==> src/design/assert_macros.svh <==
// Assertion shorthands for the RTL. Every check is sampled on the
// rising edge of clk and is switched off while rst is high.
`ifndef ASSERT_MACROS_SVH
`define ASSERT_MACROS_SVH

// Same-cycle implication.
`define BOFU_ASSERT_IMP(name, ante, cons) \
  name: assert property (@(posedge clk) disable iff (rst) (ante) |-> (cons)) \
    else $error("same-cycle check failed");

// Next-cycle implication.
`define BOFU_ASSERT_NXT(name, ante, cons) \
  name: assert property (@(posedge clk) disable iff (rst) (ante) |=> (cons)) \
    else $error("next-cycle check failed");

`endif

==> src/design/bofu_pkg.sv <==
`default_nettype none

package bofu_pkg;

  localparam int PHYS_ADDR_BITS_DEF = 21;
  localparam int CFG_ADDR_BITS      = 5;
  localparam int CFG_DATA_BITS      = 32;

  // Register offsets, in units of 32-bit words.
  typedef enum logic [2:0] {
    REG_BURST_EN   = 3'd0,
    REG_SKIP_EN    = 3'd1,
    REG_BANK_MODES = 3'd2,
    REG_SEG0       = 3'd3,
    REG_SEG1       = 3'd4,
    REG_SEG2       = 3'd5,
    REG_SEG3       = 3'd6
  } reg_idx_t;

  localparam logic [1:0] BANK_MODE_BURST = 2'd1;
  localparam logic [7:0] OPC_JSR         = 8'h20;
  localparam logic [2:0] OPS_TWO         = 3'd2;

  typedef struct packed {
    logic            burst_enable;
    logic            skip_cycle_enable;
    logic [7:0]      bank_modes;
    logic [3:0][7:0] segment;
  } cfg_t;

  // Per-opcode attributes: bit 7 skips the operand cycle in a plain fetch,
  // bit 6 breaks the burst, bits 2..0 give the operand count.
  localparam logic [7:0] OP_INFO [256] = '{
    8'o310, 8'o121, 8'o100, 8'o121, 8'o121, 8'o121, 8'o121, 8'o121,
    8'o310, 8'o021, 8'o210, 8'o021, 8'o132, 8'o132, 8'o132, 8'o132,
    8'o021, 8'o121, 8'o021, 8'o121, 8'o121, 8'o121, 8'o121, 8'o121,
    8'o210, 8'o132, 8'o210, 8'o132, 8'o132, 8'o132, 8'o132, 8'o132,
    8'o021, 8'o121, 8'o100, 8'o121, 8'o121, 8'o121, 8'o121, 8'o121,
    8'o310, 8'o021, 8'o210, 8'o021, 8'o132, 8'o132, 8'o132, 8'o132,
    8'o021, 8'o121, 8'o021, 8'o121, 8'o121, 8'o121, 8'o121, 8'o121,
    8'o210, 8'o132, 8'o210, 8'o132, 8'o132, 8'o132, 8'o132, 8'o132,
    8'o310, 8'o121, 8'o021, 8'o121, 8'o121, 8'o121, 8'o121, 8'o121,
    8'o310, 8'o021, 8'o210, 8'o021, 8'o132, 8'o132, 8'o132, 8'o132,
    8'o021, 8'o121, 8'o100, 8'o121, 8'o121, 8'o121, 8'o121, 8'o121,
    8'o210, 8'o132, 8'o210, 8'o132, 8'o132, 8'o132, 8'o132, 8'o132,
    8'o310, 8'o121, 8'o100, 8'o121, 8'o121, 8'o121, 8'o121, 8'o121,
    8'o310, 8'o021, 8'o210, 8'o021, 8'o132, 8'o132, 8'o132, 8'o132,
    8'o021, 8'o121, 8'o100, 8'o121, 8'o121, 8'o121, 8'o121, 8'o121,
    8'o210, 8'o132, 8'o210, 8'o132, 8'o132, 8'o132, 8'o132, 8'o132,
    8'o021, 8'o121, 8'o021, 8'o121, 8'o121, 8'o121, 8'o121, 8'o121,
    8'o210, 8'o021, 8'o210, 8'o021, 8'o132, 8'o132, 8'o132, 8'o132,
    8'o021, 8'o121, 8'o100, 8'o121, 8'o121, 8'o121, 8'o121, 8'o121,
    8'o210, 8'o132, 8'o210, 8'o132, 8'o132, 8'o132, 8'o132, 8'o132,
    8'o021, 8'o121, 8'o021, 8'o121, 8'o121, 8'o121, 8'o121, 8'o121,
    8'o210, 8'o021, 8'o210, 8'o021, 8'o132, 8'o132, 8'o132, 8'o132,
    8'o021, 8'o121, 8'o100, 8'o121, 8'o121, 8'o121, 8'o121, 8'o121,
    8'o210, 8'o132, 8'o210, 8'o132, 8'o132, 8'o132, 8'o132, 8'o132,
    8'o021, 8'o121, 8'o021, 8'o121, 8'o121, 8'o121, 8'o121, 8'o121,
    8'o210, 8'o021, 8'o210, 8'o021, 8'o132, 8'o132, 8'o132, 8'o132,
    8'o021, 8'o121, 8'o100, 8'o121, 8'o121, 8'o121, 8'o121, 8'o121,
    8'o210, 8'o132, 8'o210, 8'o132, 8'o132, 8'o132, 8'o132, 8'o132,
    8'o021, 8'o121, 8'o021, 8'o121, 8'o121, 8'o121, 8'o121, 8'o121,
    8'o210, 8'o021, 8'o210, 8'o021, 8'o132, 8'o132, 8'o132, 8'o132,
    8'o021, 8'o121, 8'o100, 8'o121, 8'o121, 8'o121, 8'o121, 8'o121,
    8'o210, 8'o132, 8'o210, 8'o132, 8'o132, 8'o132, 8'o132, 8'o132
  };

  // Little-endian byte lane of a 32-bit word.
  function automatic logic [7:0] byte_sel(input logic [31:0] word, input logic [1:0] idx);
    logic [31:0] shifted;
    shifted  = word >> {idx, 3'b000};
    byte_sel = shifted[7:0];
  endfunction

endpackage

`default_nettype wire

==> src/design/bofu_cfg.sv <==
`default_nettype none

module bofu_cfg (
  input  wire                                 clk,
  input  wire                                 rst,
  input  wire                                 psel,
  input  wire                                 penable,
  input  wire                                 pwrite,
  input  wire  [bofu_pkg::CFG_ADDR_BITS-1:0]  paddr,
  input  wire  [bofu_pkg::CFG_DATA_BITS-1:0]  pwdata,
  output logic [bofu_pkg::CFG_DATA_BITS-1:0]  prdata,
  output logic                                pready,
  output bofu_pkg::cfg_t                      cfg
);
  import bofu_pkg::*;

  logic     wr_en;
  reg_idx_t reg_idx;

  assign pready  = 1'b1;
  assign wr_en   = psel && penable && pwrite && pready;
  assign reg_idx = reg_idx_t'(paddr[CFG_ADDR_BITS-1:2]);

  always_ff @(posedge clk) begin
    if (rst) begin
      cfg <= '0;
    end else if (wr_en) begin
      unique case (reg_idx)
        REG_BURST_EN:   cfg.burst_enable      <= pwdata[0];
        REG_SKIP_EN:    cfg.skip_cycle_enable <= pwdata[0];
        REG_BANK_MODES: cfg.bank_modes        <= pwdata[7:0];
        REG_SEG0:       cfg.segment[0]        <= pwdata[7:0];
        REG_SEG1:       cfg.segment[1]        <= pwdata[7:0];
        REG_SEG2:       cfg.segment[2]        <= pwdata[7:0];
        REG_SEG3:       cfg.segment[3]        <= pwdata[7:0];
        default: begin
        end
      endcase
    end
  end

  always_comb begin
    prdata = '0;
    unique case (reg_idx)
      REG_BURST_EN:   prdata[0]   = cfg.burst_enable;
      REG_SKIP_EN:    prdata[0]   = cfg.skip_cycle_enable;
      REG_BANK_MODES: prdata[7:0] = cfg.bank_modes;
      REG_SEG0:       prdata[7:0] = cfg.segment[0];
      REG_SEG1:       prdata[7:0] = cfg.segment[1];
      REG_SEG2:       prdata[7:0] = cfg.segment[2];
      REG_SEG3:       prdata[7:0] = cfg.segment[3];
      default: begin
      end
    endcase
  end

endmodule

`default_nettype wire

==> src/design/burst_opcode_fetch_unit.sv <==
`default_nettype none
// Channel   Dir  Contents
// s_axis    in   fetch_pc, line_word_a, line_word_b
// m_axis    out  opcode_byte, operand_low, operand_high, cycles_used, mapped_pc
// apb       in   burst_enable, skip_cycle_enable, bank_modes, segment_0..3
//
// Two register stages: an input register and a result register. A fetch
// moves from the input register into the result register, which drives
// m_tvalid. One fetch can be accepted every cycle while the result is not
// stalled. The line cache and burst-break flag update when a fetch moves
// into the result register. Reset clears the control state, the line
// cache and all config registers. A stalled result holds the result
// register; the input register still takes a new fetch only when empty.

module burst_opcode_fetch_unit #(
  parameter int PHYS_ADDR_BITS = bofu_pkg::PHYS_ADDR_BITS_DEF
) (
  input  wire                                 clk,
  input  wire                                 rst,
  input  wire                                 s_tvalid,
  output logic                                s_tready,
  // [15:0] fetch_pc, [47:16] line_word_a, [79:48] line_word_b
  input  wire  [79:0]                         s_tdata,
  output logic                                m_tvalid,
  input  wire                                 m_tready,
  // [7:0] opcode_byte, [15:8] operand_low, [23:16] operand_high,
  // [25:24] cycles_used, [46:26] mapped_pc, [47] zero
  output logic [47:0]                         m_tdata,
  input  wire                                 psel,
  input  wire                                 penable,
  input  wire                                 pwrite,
  input  wire  [bofu_pkg::CFG_ADDR_BITS-1:0]  paddr,
  input  wire  [bofu_pkg::CFG_DATA_BITS-1:0]  pwdata,
  output logic [bofu_pkg::CFG_DATA_BITS-1:0]  prdata,
  output logic                                pready
);
  import bofu_pkg::*;

  localparam int         MAP_BITS = (PHYS_ADDR_BITS < 21) ? PHYS_ADDR_BITS : 21;
  localparam logic [20:0] MAP_MASK = 21'((64'(1) << MAP_BITS) - 64'(1));

  cfg_t cfg;

  bofu_cfg u_cfg (
    .clk     (clk),
    .rst     (rst),
    .psel    (psel),
    .penable (penable),
    .pwrite  (pwrite),
    .paddr   (paddr),
    .pwdata  (pwdata),
    .prdata  (prdata),
    .pready  (pready),
    .cfg     (cfg)
  );

  // Input register.
  logic        s1_valid;
  logic [15:0] s1_pc;
  logic [31:0] s1_wa;
  logic [31:0] s1_wb;

  // Line cache state. The cached address is word aligned, so only 14 bits.
  logic [31:0] cached_line;
  logic [13:0] cached_addr;
  logic        broken;

  logic load_in;
  logic advance;

  assign advance  = s1_valid && (!m_tvalid || m_tready);
  assign s_tready = !s1_valid || advance;
  assign load_in  = s_tvalid && s_tready;

  always_ff @(posedge clk) begin
    if (rst) begin
      s1_valid <= 1'b0;
    end else if (load_in) begin
      s1_valid <= 1'b1;
    end else if (advance) begin
      s1_valid <= 1'b0;
    end
  end

  always_ff @(posedge clk) begin
    if (load_in) begin
      s1_pc <= s_tdata[15:0];
      s1_wa <= s_tdata[47:16];
      s1_wb <= s_tdata[79:48];
    end
  end

  // Fetch decode.
  logic [1:0]  bank;
  logic [1:0]  mode;
  logic        burst_sel;
  logic [1:0]  idx;
  logic [13:0] line_addr;
  logic        refill;
  logic [31:0] line_data;
  logic [7:0]  b_op;
  logic [7:0]  b_info;
  logic        need_lo;
  logic        need_hi;
  logic        crossed;
  logic [7:0]  b_lo;
  logic [7:0]  b_hi;
  logic [1:0]  b_cyc;
  logic [47:0] window;
  logic [47:0] p_shift;
  logic [7:0]  p_op;
  logic [7:0]  p_info;
  logic        p_skip;
  logic        p_three;
  logic [1:0]  p_cyc;
  logic [7:0]  seg;
  logic [21:0] phys_full;
  logic [7:0]  op_out;
  logic [7:0]  lo_out;
  logic [7:0]  hi_out;
  logic [1:0]  cyc_out;
  logic [20:0] mapped_out;

  always_comb begin
    bank      = s1_pc[15:14];
    mode      = 2'(cfg.bank_modes >> {bank, 1'b0});
    burst_sel = cfg.burst_enable && (mode == BANK_MODE_BURST);
    idx       = s1_pc[1:0];
    line_addr = s1_pc[15:2];

    // Burst path: serve from the cached word, refilling from the fetched
    // word when the line changed or the previous fetch broke the burst.
    refill    = (line_addr != cached_addr) || broken;
    line_data = refill ? s1_wa : cached_line;
    b_op      = byte_sel(line_data, idx);
    b_info    = OP_INFO[b_op];
    need_lo   = b_info[2:0] != 3'd0;
    need_hi   = b_info[2:0] >= OPS_TWO;
    b_lo      = need_lo ? ((idx == 2'd3) ? s1_wb[7:0] : byte_sel(line_data, idx + 2'd1))
                        : 8'h00;
    b_hi      = need_hi ? (idx[1] ? byte_sel(s1_wb, {1'b0, idx[0]})
                                  : byte_sel(line_data, idx + 2'd2))
                        : 8'h00;
    // An operand past the end of the cached word pulls in the next word.
    crossed   = (need_lo && (idx == 2'd3)) || (need_hi && idx[1]);
    b_cyc     = 2'(refill) + 2'(crossed);

    // Plain path: bytes straight from the two words.
    window    = {s1_wb[15:0], s1_wa};
    p_shift   = window >> {idx, 3'b000};
    p_op      = p_shift[7:0];
    p_info    = OP_INFO[p_op];
    p_skip    = p_info[7] && cfg.skip_cycle_enable;
    p_three   = (p_info[2:0] == OPS_TWO) || (p_op == OPC_JSR);
    p_cyc     = 2'd1 + 2'(!p_skip) + 2'(p_three);

    seg        = cfg.segment[bank];
    phys_full  = {seg, s1_pc[13:0]};
    mapped_out = phys_full[20:0] & MAP_MASK;

    if (burst_sel) begin
      op_out  = b_op;
      lo_out  = b_lo;
      hi_out  = b_hi;
      cyc_out = b_cyc;
    end else begin
      op_out  = p_op;
      lo_out  = p_shift[15:8];
      hi_out  = p_three ? p_shift[23:16] : 8'h00;
      cyc_out = p_cyc;
    end
  end

  always_ff @(posedge clk) begin
    if (rst) begin
      cached_line <= '0;
      cached_addr <= '0;
      broken      <= 1'b0;
    end else if (advance) begin
      if (burst_sel) begin
        cached_line <= crossed ? s1_wb : line_data;
        cached_addr <= crossed ? line_addr + 14'd1 : line_addr;
        broken      <= b_info[6];
      end else begin
        broken      <= 1'b1;
      end
    end
  end

  // Result register.
  always_ff @(posedge clk) begin
    if (rst) begin
      m_tvalid <= 1'b0;
    end else if (advance) begin
      m_tvalid <= 1'b1;
    end else if (m_tready) begin
      m_tvalid <= 1'b0;
    end
  end

  always_ff @(posedge clk) begin
    if (advance) begin
      m_tdata <= {1'b0, mapped_out, cyc_out, hi_out, lo_out, op_out};
    end
  end

`include "assert_macros.svh"

  `BOFU_ASSERT_NXT(a_plain_breaks, advance && !burst_sel, broken)
  `BOFU_ASSERT_NXT(a_plain_keeps_line, advance && !burst_sel, $stable(cached_line))
  `BOFU_ASSERT_IMP(a_burst_cyc_max, advance && burst_sel, cyc_out != 2'd3)
  `BOFU_ASSERT_NXT(a_addr_follows, advance && burst_sel && !crossed,
                   cached_addr == $past(line_addr))

endmodule

`default_nettype wire

==> config.mk <==
export PLATFORM = sky130hd
export DESIGN_NAME = burst_opcode_fetch_unit
export DESIGN_NICKNAME = d
export VERILOG_FILES = /design/src/design/bofu_pkg.sv /design/src/design/bofu_cfg.sv /design/src/design/burst_opcode_fetch_unit.sv
export VERILOG_INCLUDE_DIRS = /design/src /design/src/design
export SDC_FILE = /design/constraint.sdc
export NUM_CORES = 1
export LEC_CHECK = 0
export BUFFER_PORTS_ARGS = -buffer_cell sky130_fd_sc_hd__buf_4
export CAP_MARGIN = 25
export CORE_MARGIN = 3
export CORE_UTILIZATION = 48
export CTS_CLUSTER_SIZE = 40
export DETAILED_ROUTE_END_ITERATION = 10
export PLACE_DENSITY = 0.73
export SYNTH_ARGS = -nofsm -noshare
export SYNTH_HDL_FRONTEND = slang
export SYNTH_SLANG_ARGS = --single-unit
==> constraint.sdc <==
create_clock -name clk -period 4.1 [get_ports clk]
set_clock_uncertainty 0.1 [all_clocks]
set_input_delay 0.205 -clock clk [delete_from_list [all_inputs] [get_ports clk]]
set_output_delay 0.205 -clock clk [all_outputs]
set_load 0.01 [all_outputs]
==> flow_summary_export.csv, run 1 <==
group,metric,value,unit
status,status,"finished, final reports clean",
grt,grt_max_degree,91,
critical_path,crit_type,"register to register",
floorplanning,start_util,0.494,
synthesis,synth_compound_area_frac,0.116,
synthesis,avgSynthCellArea,11.4,µm²
route,drc,0,
timing,max_freq,261,MHz
timing,slew_viol_final,0,
grt,grt_util_met2,0.391,
clock_tree,clockBufferDepth,3,
timing,finalCritPeriodShare,0.934,
route,drtAntennaViolNets,0,
grt,met3_usage,0.0414,
critical_path,required,4.40,ns
pwr,power_leakage,5.46,nW
synthesis,muxShareOfSynthArea,0.171,
floorplanning,die_x,159,µm
pwr,peakVddDrop,0.377,mV
timing,setup_viol,0,
route,drt_iter0_markers,933,
placement,dp_hpwl,20.3,mm
floorplanning,die_area,25400,µm²
critical_path,cp.arrival,4.13,ns
clock_tree,cts_tree,"built",
layout,drive_gt1_frac,0.237,
layout,layout.nets,1351,
route,vias,9164,
critical_path,crit_fanout,24,
synthesis,netlist_instances,994,
floorplanning,row_count,55,
clock_tree,htree_num_levels,1,
timing,slew_headroom,0.325,
placement,gp_congestion,0.941,
route,post_drt_via_cell_ratio,5.90,
critical_path,path_cells,"xor2_1 -> nor4_1 -> nand2_1 -> nor2_2 -> inv_2 -> mux2i_1 -> a32oi_1 -> o21a_4 -> nor2_1 -> buf_4 -> o311ai_0",
clock_tree,cts_made_buffers,24,
synthesis,synth-xor-area-share,0.0109,
layout,antenna_cells,0,
floorplanning,pin_count,207,
grt,grt_pass1_wl,50.1,mm
synthesis,netlist_area,11300,µm²
timing,layout_min_cycle_time,3.83,ns
floorplanning,die_height,159,µm
min_path,hp-class,"input port to register",
clock_tree,cts.reportedPaths.clkPinSlew,0.06,ns
timing,fin_tns_setup,0,ns
timing,worst_slew_pin_slew,1.01,ns
timing,worst_slack,0.270,ns
synthesis,yosysSeqAreaShare,0.499,
synthesis,yosys.area_share.simple,0.149,
synthesis,synth_edf_count,127,
synthesis,synth_fa_ha_area_frac,0.00444,
critical_path,startpoint_type,"register",
grt,grt_pass1_vias,8963,
floorplanning,design.core.area,22800,µm²
pwr,powerDensity,362,nW/µm²
critical_path,crit_path_max_incr_delay,0.49,ns
synthesis,synth_cell_type_count,65,
pwr,power.total,5.23,mW
synthesis,async_flop_share,0,
clock_tree,clkLatencyLatePin,0.53,ns
job,cap_violations,0,
clock_tree,cts_root_buf,"clkbuf_16",
timing,rsz0062_at_grt,"false",
synthesis,yosys_warnings,0,
synthesis,ys.flop_type,"edfxtp_1",
route,avgRoutedWirePerCell,20.4,µm
grt,track_usage,0.242,
layout,syn_to_final_growth,28.0,%
grt,busiest_layer,"met2",
placement,port_buffers,154,
timing,finalHoldViolCount,0,
grt,grt.overflow.total,0,
route,wl,31.6,mm
placement,place_ws,0.206,ns
route,drt_first_pass_iters,6,
synthesis,ys_seq_elements,218,
critical_path,crit_path_end_kind,"register",
critical_path,cpMaxStageDelayCell,"edfxtp_1",
clock_tree,clock-sinks,218,
grt,use_met1,0.331,
grt,antenna_found_initial,0,
synthesis,synth_top_family_by_area,"multiplexers",
power breakdown:
| group | total [mW] | switching [mW] | internal [mW] |
|---|---|---|---|
| clock network | 2.10 | 0.880 | 1.22 |
| registers | 2.47 | 0.0611 | 2.41 |
| logic | 0.669 | 0.352 | 0.317 |
worst paths after layout:
path / start / to / slack [ns] / cells after the start
hold / removal: paddr[3] / u_cfg.cfg[41] / 0.13 / 4
hold reg to reg: u_cfg.cfg[23] / u_cfg.cfg[23] / 0.40 / 2
setup reg to reg: s1_pc[2] / cached_line[5] / 0.27 / 11
setup / recovery: s1_pc[2] / cached_line[5] / 0.27 / 11
cell type report:
class,count,area [µm²]
multi-input cells,689,5210
clock buffers,37,722
fillers,1751,8400
flip-flops and latches,218,5640
repair buffers,283,2410
well taps,313,392
clock inverters,7,45.0
inverters,7,26.3
registers in the layout, indices dropped and copies added (netlist names):
register and count:
broken 1, cached_addr 14, cached_line 32, m_tdata 47
m_tvalid 1, s1_pc 16, s1_valid 1, s1_wa 32
s1_wb 32, u_cfg.cfg 42
cells in the final DEF, fill, tap and decap left out, types with 35 or more instances in the layout:
master,Yosys,layout
mux2i_1,99,99
dfxtp_1,91,91
edfxtp_1,127,127
nand3_1,44,44
dlygate4sd3_1,0,94
nand3b_1,35,35
nor2_1,89,88
nor3b_1,35,35
nand2_1,40,39
buf_4,27,185
worst max-delay path, delay by kind of cell, from the launching register on:
kind | cells | cell delay, ns
AO/OA/AOI/OAI | 3 | 1.18
AND/OR/NAND/NOR | 4 | 1.02
buffers and inverters | 2 | 0.52
flip-flops | 1 | 0.49
XOR/XNOR | 1 | 0.19
multiplexers | 1 | 0.18
cell families after synthesis:
group                    count (synthesis)
AND/OR/NAND/NOR                        310
flip-flops                             218
AO/OA/AOI/OAI                          183
multiplexers                           152
buffers and inverters                  111
XOR/XNOR                                14
adder cells (fa/ha/maj)                  4
other                                    2
routing by layer:
layer / vias to the layer above / share of wire
met1: 4451 / 0.43
met4: 0 / 0.034
met2: 419 / 0.47
li1: 4223 / -
met5: - / 0
met3: 71 / 0.067
through the flow:
stage,hold WS [ns],utilization,cells,cell area (µm²)
after floorplan,0.204,-,1018,11400
after global placement,0.283,0.555,1414,12700
after detailed placement,0.284,0.556,1415,12700
after CTS,0.111,0.631,1553,14400
after global routing,0.161,0.632,1554,14400
final,0.132,0.632,1554,14400
timing repair:
item | 4_1_cts | 5_1_grt
endpoints found under the hold margin | 124 | 0
setup endpoints to repair | 0 | 32
setup buffers | 0 | 0
gates resized for setup | 0 | 1
hold buffers | 94 | 0
cells in the mapped netlist (10+ instances only):
cell type    n  area, µm²
mux2i_1     99        991
dfxtp_1     91       1820
nand2_1     40        150
edfxtp_1   127       3810
nand3_1     44        220
mux4_2      30        676
nor2_1      89        334
buf_4       27        203
nor2b_1     10       62.6
a311oi_1    12        105
buf_1       10       37.5
nor3b_1     35        263
o21ai_0     34        170
mux2_2      23        259
nand3b_1    35        263
o311ai_0    34        298
a21oi_1     32        160
a22o_1      10       87.6
clkbuf_1    54        203
(Power assumes the default switching activity.)
==> run 2: changes to the inputs <==
--- a/config.mk
+++ b/config.mk
@@ -8,6 +8,7 @@
 export LEC_CHECK = 0
 export BUFFER_PORTS_ARGS = -buffer_cell sky130_fd_sc_hd__buf_4
 export CAP_MARGIN = 25
+export CORE_ASPECT_RATIO = 0.7
 export CORE_MARGIN = 3
 export CORE_UTILIZATION = 48
 export CTS_CLUSTER_SIZE = 40
==> flow_summary_export.csv, run 2 (same netlist as run 1, synthesis figures left out) <==
group,metric,value,unit
route,wl,31.4,mm
min_path,hp-class,"input port to register",
grt,grt_pass1_wl,48.3,mm
clock_tree,cts_root_buf,"clkbuf_16",
critical_path,required,4.39,ns
min_path,worstHoldStart,"penable",
timing,worst_slew_pin_slew,1.05,ns
placement,dp.cells,1416,
layout,drive_gt1_frac,0.236,
timing,slew_headroom,0.295,
timing,setup_viol,0,
pwr,power_leakage,5.40,nW
layout,largest-register,"m_tdata",
pwr,peakVddDrop,0.243,mV
critical_path,startpoint_type,"register",
clock_tree,clockBufferDepth,3,
critical_path,critPathLaunch,"s1_pc[1]",
clock_tree,clock-sinks,218,
clock_tree,cts.reportedPaths.clkPinSlew,0.06,ns
layout,top_regs,"m_tdata x47, u_cfg.cfg x42",
layout,final_common_cell,"buf_4",
floorplanning,die_height,134,µm
critical_path,crit_path_end_kind,"register",
status,status,"finished, final reports clean",
layout,largest_reg_flops,47,
route,avgRoutedWirePerCell,20.3,µm
route,post_drt_via_cell_ratio,5.93,
floorplanning,row_count,46,
critical_path,cp.arrival,4.05,ns
route,drtAntennaViolNets,0,
timing,finalHoldViolCount,0,
grt,antenna_found_initial,0,
floorplanning,pin_count,207,
grt,grt_pass1_vias,8526,
clock_tree,clkLatencyLatePin,0.51,ns
critical_path,timing.rr.start,"s1_pc[1]",
floorplanning,start_util,0.494,
layout,antenna_cells,0,
layout,final_cell_mix,"189 x buf_4, 127 x edfxtp_1, 99 x mux2i_1",
timing,layout_min_cycle_time,3.76,ns
timing,slew_viol_final,0,
placement,place_ws,0.306,ns
grt,grt_max_degree,80,
placement,port_buffers,154,
placement,gp_congestion,0.937,
placement,dp_hpwl,20.8,mm
clock_tree,cts_made_buffers,22,
layout,n_fill_cell,1785,
timing,rsz0062_at_grt,"false",
timing,max_freq,266,MHz
route,drt_iter0_markers,1001,
critical_path,crit_type,"register to register",
clock_tree,cts_tree,"built",
route,vias,9176,
floorplanning,design.core.area,22800,µm²
layout,final_cells,1548,
timing,fin_tns_setup,0,ns
floorplanning,die_area,25400,µm²
timing,worst_slack,0.340,ns
clock_tree,htree_num_levels,1,
layout,syn_to_final_growth,26.8,%
floorplanning,die_x,189,µm
pwr,powerDensity,353,nW/µm²
critical_path,crit_fanout,24,
grt,track_usage,0.239,
job,cap_violations,0,
layout,layout.nets,1348,
route,drc,0,
route,drt_first_pass_iters,8,
grt,grt.overflow.total,0,
timing,finalCritPeriodShare,0.917,
-- run 2: routing by layer --
layer  global-route usage  vias up  share of wire
li1                     -     4226              -
met1                0.370     4393           0.45
met2                0.336      490           0.41
met3               0.0653       67           0.11
met4               0.0497        0          0.021
met5                    0        -              0
-- run 2: repair_timing --
item | in CTS | in global routing
hold buffers | 91 | 0
endpoints found under the hold margin | 124 | 0
setup buffers | 0 | 0
gates resized for setup | 0 | 1
endpoints found under the setup margin | 0 | 28
-- run 2: report_power, final --
group	internal [mW]	leakage, nW	switching (mW)
logic	0.318	3.11	0.361
clock network	1.07	0.337	0.838
registers	2.41	1.96	0.0599
-- run 2: area by class of cell --
type                       instances  area (µm²)  area share
inverter                           7        26.3     0.00184
sequential                       218        5640       0.394
multi-input combinational        689        5210       0.364
clock buffer                      30         622      0.0435
clock inverter                    10        57.6     0.00402
tap                              312         390      0.0273
timing repair buffer             282        2360       0.165
-- run 2: worst paths after layout --
| kind | endpoint | slack (ns) | depth (start not counted) |
|---|---|---|---|
| max | cached_line[13] | 0.34 | 10 |
| min | u_cfg.cfg[40] | 0.14 | 5 |
| max reg2reg | cached_line[13] | 0.34 | 10 |
| min reg2reg | u_cfg.cfg[40] | 0.39 | 2 |
-- run 2: critical path, cell delays in order (launching register included) --
cell	delay [ns]
edfxtp_1	0.90
buf_4	0.25
buf_4	0.16
mux2i_1	0.22
nor2b_1	0.12
a211o_1	0.33
o21ai_1	0.36
o21a_4	0.35
nor2_1	0.18
buf_4	0.29
o311ai_0	0.37
-- run 2: through the flow --
step           utilization  area (µm²)  hold slack, ns  power, mW
2_1_floorplan            -       11400           0.204       2.86
3_3_place_gp         0.555       12700           0.283       3.09
3_5_place_dp         0.556       12700           0.284       3.10
4_1_cts              0.626       14300           0.105       5.08
5_1_grt              0.626       14300           0.161       5.23
6_report             0.626       14300           0.137       5.05
==> run 3: changes to the inputs <==
--- a/config.mk
+++ b/config.mk
@@ -8,12 +8,14 @@
 export LEC_CHECK = 0
 export BUFFER_PORTS_ARGS = -buffer_cell sky130_fd_sc_hd__buf_4
 export CAP_MARGIN = 25
+export CELL_PAD_IN_SITES_DETAIL_PLACEMENT = 1
+export CELL_PAD_IN_SITES_GLOBAL_PLACEMENT = 2
 export CORE_ASPECT_RATIO = 0.7
 export CORE_MARGIN = 3
-export CORE_UTILIZATION = 48
+export CORE_UTILIZATION = 33
 export CTS_CLUSTER_SIZE = 40
 export DETAILED_ROUTE_END_ITERATION = 10
-export PLACE_DENSITY = 0.73
+export PLACE_DENSITY_LB_ADDON = 0.1
 export SYNTH_ARGS = -nofsm -noshare
 export SYNTH_HDL_FRONTEND = slang
 export SYNTH_SLANG_ARGS = --single-unit
==> flow_summary_export.csv, run 3 (same netlist as run 1, synthesis figures left out) <==
group,metric,value,unit
timing,finalHoldViolCount,0,
critical_path,crit_path_end_kind,"register",
placement,gp_congestion,0.817,
clock_tree,clock-sinks,218,
critical_path,required,4.41,ns
critical_path,crit_fanout,31,
grt,antenna_found_initial,1,
grt,track_usage,0.204,
critical_path,startpoint_type,"register",
clock_tree,cts_made_buffers,25,
layout,final_common_cell,"buf_4",
timing,rsz0062_at_grt,"false",
critical_path,cp.arrival,3.98,ns
layout,layout.nets,1357,
placement,dp_hpwl,25.9,mm
route,wl,38.1,mm
layout,final_cell_mix,"191 x buf_4, 127 x edfxtp_1, 99 x mux2i_1",
floorplanning,row_count,55,
pwr,power_leakage,5.49,nW
grt,grt.overflow.total,0,
layout,largest_reg_flops,47,
job,cap_violations,0,
timing,slew_headroom,0.299,
critical_path,crit_type,"register to register",
layout,largest-register,"m_tdata",
timing,max_freq,273,MHz
floorplanning,die_height,161,µm
timing,hold_ws,0.0689,ns
layout,top_regs,"m_tdata x47, u_cfg.cfg x42",
timing,fin_tns_setup,0,ns
route,avgRoutedWirePerCell,22.7,µm
clock_tree,cts_tree,"built",
route,drt_first_pass_iters,5,
timing,finalCritPeriodShare,0.895,
layout,syn_to_final_growth,29.7,%
clock_tree,cts.reportedPaths.clkPinSlew,0.06,ns
timing,worst_slew_pin_slew,1.05,ns
floorplanning,design.core.area,33000,µm²
timing,slew_viol_final,0,
route,drc,0,
floorplanning,die_area,36500,µm²
status,status,"finished, final reports clean",
pwr,peakVddDrop,0.231,mV
grt,grt_max_degree,70,
clock_tree,cts_root_buf,"clkbuf_16",
grt,grt_pass1_wl,57.3,mm
clock_tree,clockBufferDepth,3,
clock_tree,clkLatencyLatePin,0.54,ns
floorplanning,start_util,0.342,
floorplanning,pin_count,207,
route,drt_iter0_markers,706,
min_path,hp-class,"input port to register",
layout,drive_gt1_frac,0.242,
placement,port_buffers,154,
floorplanning,die_x,227,µm
route,post_drt_via_cell_ratio,5.37,
route,vias,8995,
route,drtAntennaViolNets,0,
timing,setup_viol,0,
timing,layout_min_cycle_time,3.67,ns
pwr,powerDensity,363,nW/µm²
clock_tree,htree_num_levels,1,
grt,grt_pass1_vias,8964,
clock_tree,post-cts-setup-buffer-count,0,
-- run 3: cell types whose count changed in the layout (fill, tap and decap cells not counted), moves of 2 or more --
cell	previous run	this run
buf_12	1	4
buf_4	189	191
clkbuf_16	23	25
clkinv_4	2	0
-- run 3: what timing repair did --
action                                 in CTS  in global routing
gates resized for setup                     0                  2
setup endpoints to repair                   0                  8
endpoints found under the hold margin     124                  0
hold buffers                               91                  0
-- run 3: worst max-delay path, cell delays in order, from the launching register on --
cell and delay [ns]:
edfxtp_1 0.37, buf_12 0.22, buf_12 0.25, mux2_2 0.41, nand2_1 0.07, o21ai_0 0.23
mux2_2 0.35, nand3_1 0.10, and4_4 0.28, o21a_4 0.30, nor2_2 0.14, buf_4 0.27
o311ai_0 0.38
-- run 3: per-layer routing --
layer / wire (µm) / vias to the layer above / global-route usage
met5: 0 / - / 0
met4: 623 / 0 / 0.0336
met3: 1960 / 46 / 0.0294
met2: 15600 / 239 / 0.283
met1: 19900 / 4475 / 0.336
li1: - / 4235 / -
-- run 3: final cells by class --
| type | instances | area [µm²] |
|---|---|---|
| Antenna cell | 1 | 2.50 |
| Timing Repair Buffer | 288 | 2460 |
| Sequential cell | 218 | 5640 |
| Multi-Input combinational cell | 689 | 5220 |
| Tap cell | 427 | 534 |
| Clock buffer | 33 | 676 |
| Clock inverter | 11 | 80.1 |
| Fill cell | 3525 | 18300 |
| Inverter | 7 | 26.3 |
-- run 3: path summary, 6_finish.rpt --
kind	start	to	slack (ns)	cells after the start
hold / removal	rst	s1_valid	0.07	2
hold reg to reg	u_cfg.cfg[36]	u_cfg.cfg[36]	0.40	2
setup reg to reg	s1_pc[0]	cached_line[11]	0.43	12
setup / recovery	s1_pc[0]	cached_line[11]	0.43	12
-- run 3: metrics by stage --
stage	setup slack (ns)	power, mW	instances	instance area, µm²	utilization
global placement	0.231	3.15	1536	12900	0.392
finish	0.432	5.31	1674	14600	0.444
floorplan	0.0243	2.86	1018	11400	-
global route	0.172	5.55	1673	14600	0.444
detailed placement	0.169	3.15	1537	12900	0.392
CTS	0.124	5.37	1672	14600	0.443
-- run 3: where the power goes --
group | switching [mW] | internal (mW)
sequential | 0.0616 | 2.41
clock | 0.911 | 1.22
combinational | 0.387 | 0.328
total | 1.36 | 3.95
